`src/sv/fdss_pkg.sv`:
```
package fdss_pkg;

  localparam int unsigned DIGITS_DEF = 4;

  localparam int unsigned VALUE_W = 16;
  localparam int unsigned SEG_W   = 7;
  localparam int unsigned SEL_W   = 2;
  localparam int unsigned BCD_W   = 4;

  // floor(v / 10) == (v * RECIP_10) >> RECIP_SHIFT for every 16-bit v
  localparam int unsigned RECIP_W     = 17;
  localparam int unsigned RECIP_SHIFT = 19;
  localparam logic [RECIP_W-1:0] RECIP_10 = 17'd52429;
  localparam int unsigned PROD_W = VALUE_W + RECIP_W;
  localparam int unsigned QUOT_W = VALUE_W - 3;

  typedef logic [VALUE_W-1:0] value_t;
  typedef logic [BCD_W-1:0]   bcd_t;
  typedef logic [SEG_W-1:0]   seg_t;

  // Active-low glyphs, bit0 = a through bit6 = g; 6 and 9 drawn with tails.
  function automatic seg_t glyph_n(input bcd_t d);
    seg_t g;
    case (d)
      4'd0:    g = 7'h40;
      4'd1:    g = 7'h79;
      4'd2:    g = 7'h24;
      4'd3:    g = 7'h30;
      4'd4:    g = 7'h19;
      4'd5:    g = 7'h12;
      4'd6:    g = 7'h02;
      4'd7:    g = 7'h78;
      4'd8:    g = 7'h00;
      4'd9:    g = 7'h10;
      default: g = 7'h40;
    endcase
    return g;
  endfunction

endpackage

```
`src/sv/four_digit_seven_segment_scan.sv`:
```
// Path: an accepted value passes through stage 0, the divide-by-ten stages and the scan
//   output register, and its digit beats leave one per cycle while the output is not stalled.
// Flow: the scan register sends one digit per beat and loads a new value once the last
//   digit of the previous one is taken; divide stages take a value each cycle unless stalled.
// Reset: synchronous, active low; clears all valid bits and the scan position.
module four_digit_seven_segment_scan #(
  parameter int unsigned DIGITS = fdss_pkg::DIGITS_DEF
) (
  input  logic                        clk,
  input  logic                        rst_n,
  input  logic                        in_valid,
  output logic                        in_stall,
  input  logic [fdss_pkg::VALUE_W-1:0] in_scaled_value,
  output logic                        out_valid,
  input  logic                        out_stall,
  output logic [fdss_pkg::SEG_W-1:0]  out_segments_n,
  output logic [fdss_pkg::SEL_W-1:0]  out_digit_select,
  output logic                        out_last_digit
);
  import fdss_pkg::*;

  localparam int unsigned POS_W = (DIGITS > 1) ? $clog2(DIGITS) : 1;
  localparam logic [POS_W-1:0] POS_LAST = POS_W'(DIGITS - 1);

  typedef bcd_t digits_t [0:DIGITS-1];

  // Pipeline: stage 0 captures the value, stage s+1 peels one decimal digit
  // off the value held in stage s (least significant digit first).
  logic   vld_r [0:DIGITS];
  value_t val_r [0:DIGITS];
  digits_t dig_r [0:DIGITS];
  logic   rdy   [0:DIGITS+1];

  // Scan output register.
  logic             out_valid_r, out_valid_nxt;
  logic [POS_W-1:0] pos_r, pos_nxt;
  digits_t          buf_r, buf_nxt;
  seg_t             seg_r, seg_nxt;
  logic             out_free, more, load_ok;

  // A stage takes a new beat when it is empty or its contents move on.
  genvar s;
  generate
    for (s = 0; s <= DIGITS; s++) begin : g_rdy
      assign rdy[s] = !vld_r[s] || rdy[s+1];
    end
  endgenerate
  assign rdy[DIGITS+1] = load_ok;
  assign in_stall = !rdy[0];

  always_ff @(posedge clk) begin
    if (!rst_n) begin
      vld_r[0] <= 1'b0;
    end else if (rdy[0]) begin
      vld_r[0] <= in_valid;
    end
    if (rdy[0]) begin
      val_r[0] <= in_scaled_value;
      dig_r[0] <= '{default: '0};
    end
  end

  generate
    for (s = 0; s < DIGITS; s++) begin : g_stage
      logic [PROD_W-1:0] prod;
      logic [QUOT_W-1:0] quot;
      value_t            tens;
      value_t            rem;
      digits_t           dig_nxt;

      // Divide by ten through the reciprocal, then recover the remainder.
      assign prod = PROD_W'(val_r[s]) * PROD_W'(RECIP_10);
      assign quot = prod[RECIP_SHIFT +: QUOT_W];
      assign tens = (VALUE_W'(quot) << 3) + (VALUE_W'(quot) << 1);
      assign rem  = val_r[s] - tens;

      always_comb begin
        dig_nxt = dig_r[s];
        dig_nxt[DIGITS-1-s] = rem[BCD_W-1:0];
      end

      always_ff @(posedge clk) begin
        if (!rst_n) begin
          vld_r[s+1] <= 1'b0;
        end else if (rdy[s+1]) begin
          vld_r[s+1] <= vld_r[s];
        end
        if (rdy[s+1]) begin
          val_r[s+1] <= VALUE_W'(quot);
          dig_r[s+1] <= dig_nxt;
        end
      end
    end
  endgenerate

  // Scan: hold the digits of one value and send them leftmost first. A new
  // value is loaded only once the final digit of the previous one is taken.
  assign out_free = !out_valid_r || !out_stall;
  assign more     = out_valid_r && (pos_r != POS_LAST);
  assign load_ok  = out_free && !more;

  always_comb begin
    out_valid_nxt = out_valid_r;
    pos_nxt       = pos_r;
    buf_nxt       = buf_r;
    seg_nxt       = seg_r;
    if (out_free) begin
      if (more) begin
        // advance to the next position of the held value
        pos_nxt = pos_r + 1'b1;
        seg_nxt = glyph_n(buf_r[pos_r + 1'b1]);
      end else begin
        // load the next value from the last stage, or drop to idle
        out_valid_nxt = vld_r[DIGITS];
        pos_nxt       = '0;
        buf_nxt       = dig_r[DIGITS];
        seg_nxt       = glyph_n(dig_r[DIGITS][0]);
      end
    end
  end

  always_ff @(posedge clk) begin
    if (!rst_n) begin
      out_valid_r <= 1'b0;
      pos_r       <= '0;
    end else begin
      out_valid_r <= out_valid_nxt;
      pos_r       <= pos_nxt;
    end
    buf_r <= buf_nxt;
    seg_r <= seg_nxt;
  end

  assign out_valid        = out_valid_r;
  assign out_segments_n   = seg_r;
  assign out_digit_select = SEL_W'(pos_r);
  assign out_last_digit   = (pos_r == POS_LAST);

endmodule

```
`config.mk`:
```
export PLATFORM = sky130hd
export DESIGN_NAME = four_digit_seven_segment_scan
export DESIGN_NICKNAME = d
export VERILOG_FILES = /design/src/sv/fdss_pkg.sv /design/src/sv/four_digit_seven_segment_scan.sv
export SDC_FILE = /design/constraint.sdc
export NUM_CORES = 1
export LEC_CHECK = 0
export ABC_AREA = 1
export BUFFER_PORTS_ARGS = -buffer_cell sky130_fd_sc_hd__buf_2
export CORE_MARGIN = 2
export CORE_UTILIZATION = 35
export DETAILED_ROUTE_END_ITERATION = 8
export GPL_ROUTABILITY_DRIVEN = 0
export GPL_TIMING_DRIVEN = 0
export PLACE_DENSITY = 0.48
export SETUP_SLACK_MARGIN = 0.1
export SYNTH_ARGS = -nofsm -noshare
export SYNTH_HDL_FRONTEND = slang
export SYNTH_SLANG_ARGS = --single-unit
```
`constraint.sdc`:
```
create_clock -name clk -period 16.25 [get_ports clk]
set_clock_uncertainty 0.2 [all_clocks]
set_input_delay 2.4375 -clock clk [delete_from_list [all_inputs] [get_ports clk]]
set_output_delay 2.4375 -clock clk [all_outputs]
set_load 0.02 [all_outputs]
```
# == Word level (Yosys, flattened, before mapping) ==
# Memories as Yosys holds them, arrays and structs flattened.
# Cells that the tools add are included.
# classes
add_sub_neg,9
multipliers,4
order_cmp,1
n_eq_ne,2
muxes,31
bitwise_logic,7
reduce_logical,18
# ops
operator,n
multiplier 16 x 16 -> 32 bit (second input constant),4
2-to-1 mux 1 bit,26
adder 4 bit,4
subtractor 4 bit,4
zero test 1 bit,9
binary-select mux 4 bit (select 2 bit),1
2-to-1 mux 4 bit,2
2-to-1 mux 7 bit,1
logical OR 1 bit,6
OR 1 bit,5
>= comparator 3 bit (second input constant),1
NOT 2 -> 3 bit,1
adder 2 x 1 -> 2 bit (second input constant),1
== test 2 bit (second input constant),1
logical AND 1 bit,2
2-to-1 mux 2 bit,1
inequality test 2 bit (second input constant),1
AND reduction 2 bit,1
NOT 1 bit,1
# word_totals
reg_bits,26
mem_bits_rw,165
mem_bits_ro,224
output_inout_bits,12
elab_cells,84
mem_count,5
# memory_table
memory,depth,word_bits,read_ports,rd_ports_with_merged_regs,write_ports,line,text
(name not given),16,7,1,0,0,fdss_pkg.sv:24,case (d)
(name not given),16,7,1,0,0,fdss_pkg.sv:24,
dig_r,5,16,5,0,5,four_digit_seven_segment_scan.sv:31,digits_t dig_r [0:DIGITS];
val_r,5,16,4,0,5,four_digit_seven_segment_scan.sv:30,value_t val_r [0:DIGITS];
vld_r,5,1,5,0,5,four_digit_seven_segment_scan.sv:29,logic vld_r [0:DIGITS];

# == Longest topological paths before layout ==
# logic_depth
word_depth,13
ltp_mapped,32
depth_no_buf,32

# == Worst setup path after synthesis ==
# OpenSTA, ideal clock, no wires.
# synth_path
path_kind,input to output
start,input out_stall
end,output in_stall
arrival_ps,4546
required_ps,13612
slack_ps,9066
stages,10
n_path_buf,0
cell_sequence,nand2_1 -> inv_1 -> nor2_2 -> nor2_4 -> inv_2 -> nor2_2 -> nand2_2 -> inv_2 -> nand2_2 -> nor2_1
# synth_lines
element,line,text
from (decl),four_digit_seven_segment_scan.sv:15,"input logic out_stall,"
to (decl),four_digit_seven_segment_scan.sv:12,"output logic in_stall,"

==> key figures <==
Yosys
  • Post-Synthesis Cells: 2261
  • Synth cell types: 47
  • Main synth FF type: edfxtp_1
  • Post-Syn Nets: 3019
  • Seq/Total Area, Yosys: 0.178
  • Number of synthesized register bits: 126
  • Post-Synthesis Cell Area: 21100 µm²
  • Post-synth ARST share: 0
  • Post-synth EDFFs: 122
  • Yosys warning count: 0
  • Synthesized area per cell: 9.32 µm²

Critical path
  • Worst endpoint required time: 13610 ps
  • Arrival time of the worst setup path: 5440 ps
  • Crit path capture type: output port
  • CP Class: in2out
  • Reg-to-reg slack, setup: 10080 ps
  • Worst R2R Start: val_r[0][48]
  • Reg-to-Reg End: dig_r[0][79]
  • CP max FO: 23
  • R2r worst-path depth: 32
  • Critical Path Start Type: input pin

Hold path
  • Min-delay worst type: reg2reg
  • Hold Path Depth: 0
  • Worst hold start: dig_r[0][65]
  • Worst Hold End: buf_r[1]

GRT
  • Initial antenna violation count: 0
  • GRT Overall Usage: 0.163
  • First-pass GRT wire length: 80.5 mm
  • Largest net degree at the start of global routing: 27
  • Global route overflow: 0
  • Vias in the first global route: 15631

STA
  • Rel. slew slack: 0.320
  • Worst Tran Pin Value: 1020 ps
  • Worst setup margin: 8170 ps
  • Setup TNS: 0 ps
  • Final setup vio count: 0
  • Max Freq: 0.124 GHz
  • Final max-slew violation count: 0
  • Final worst path period need: 8080 ps
  • Crit share post-route: 0.497
  • Final hold violations: 0
  • RSZ-0062 raised after global routing: false

Detailed routing
  • Post-DRT Antenna Nets: 0
  • 1st-iter DRT viols: 628
  • # DRC: 0
  • Routed vias/inst: 4.72
  • Avg WL per Cell: 15.5 µm
  • First-pass iteration count of the detailed router: 5
  • Vias post-DR: 14602
  • WL final: 47.8 mm

Floorplanning
  • Initial Util: 0.356
  • Cell row count: 89
  • Die area: 62200 µm²
  • Die W: 249 µm
  • Floorplan core area: 59200 µm²
  • I/O pin count: 32
  • Die H: 249 µm

Placed design
  • Dpl hpwl: 42.5 mm
  • Port bufs: 30
  • Setup WS pre-CTS: 8030 ps

Clock network
  • CTS root buf: clkbuf_16
  • CTS Buf Count: 17
  • Cts repair resizes: 0
  • CTS Hold Bufs: 0
  • Post-CTS Setup Repair Bufs: 0
  • CTS tree: built
  • Clock Latency Late Sink: 450 ps
  • Clk slew on worst S/H paths: 60 ps
  • Clock sink count: 126
  • Clk buf depth: 2
  • H-tree depth: 4

Final layout
  • Area delta synth->final: 8.01%
  • N_diodes: 0
  • Final Core Density: 0.384
  • Commonest non-fill, non-tap cell in the layout: inv_1
  • Share of post-route cells with drive strength above 1: 0.0344
  • Most frequent cells in the layout: 602 x inv_1, 482 x ha_1, 275 x nand2_1
  • Final net count: 3068

Flow run
  • Max-cap violation count: 0

Run status
  • Outcome: completed
-- final cells by class --
| cell class | count | area [µm²] |
|---|---|---|
| buffer | 2 | 8.76 |
| inverter | 606 | 2270 |
| multi-input combinational | 1527 | 15100 |
| fill | 6030 | 36500 |
| clock inverter | 14 | 141 |
| sequential | 126 | 3740 |
| timing repair buffer | 30 | 150 |
| tap | 773 | 967 |
| clock buffer | 18 | 429 |
-- worst max-delay path by stage --
stage / depth (start not counted) / startpoint / end / slack [ps]
after floorplan: 10 / out_stall / in_stall / 9070
after global placement: 12 / out_stall / in_stall / 8130
after detailed placement: 12 / out_stall / in_stall / 8030
after CTS: 12 / out_stall / in_stall / 8040
after global routing: 12 / out_stall / in_stall / 7730
final: 12 / out_stall / in_stall / 8170
-- logic make-up after synthesis --
family	synth area share
buffers and inverters	0.108
adders and majority gates	0.529
AOI/OAI and AO/OA	0.0615
DFF	0.178
and+or+nand+nor	0.103
xor gates and xnor gates	0.0199
-- stage by stage --
step / instances / hold WS (ps) / instance area [µm²]
finish: 3096 / 217 / 22800
detailed placement: 3064 / 205 / 22200
floorplan: 2261 / 200 / 21100
CTS: 3096 / 219 / 22800
global placement: 3064 / 203 / 22200
global route: 3096 / 220 / 22800
-- layer usage --
metal,vias to the layer above,track usage,part of all wire
met1,7065,0.213,0.46
met2,182,0.286,0.49
met5,-,0,0
li1,7321,-,-
met3,34,0.0275,0.033
met4,0,0.0275,0.0097
-- cell usage after synthesis (all sizes together), types with 14 or more instances --
library cell / instances / area [µm²]
inv: 606 / 2270
ha: 482 / 6030
nand2: 281 / 1070
fa: 256 / 5120
nor2: 123 / 482
edfxtp: 122 / 3660
a21oi: 106 / 534
nand3: 60 / 300
o21ai: 60 / 300
xor2: 26 / 228
xnor2: 22 / 193
nand4: 21 / 131
a21o: 20 / 150
nor3: 14 / 70.1
-- state kept, by name, indices dropped and copies added, names as in the netlist --
register and count:
val_r 55, dig_r 40, buf_r 16, out_segments_n 7, vld_r 5, out_digit_select 2
out_valid 1
-- critical path, cell delays in order --
cell	delay, ps
buf_2	100
nand2_1	270
inv_1	110
nor2_2	780
nor2_4	20
inv_2	350
nor2_2	90
nand2_2	440
inv_2	80
nand2_2	410
nor2_1	150
buf_2	190
Power is left out: the tool's default activity adds up to more than one toggle a clock period on the data nets, which glitch-free logic cannot reach.
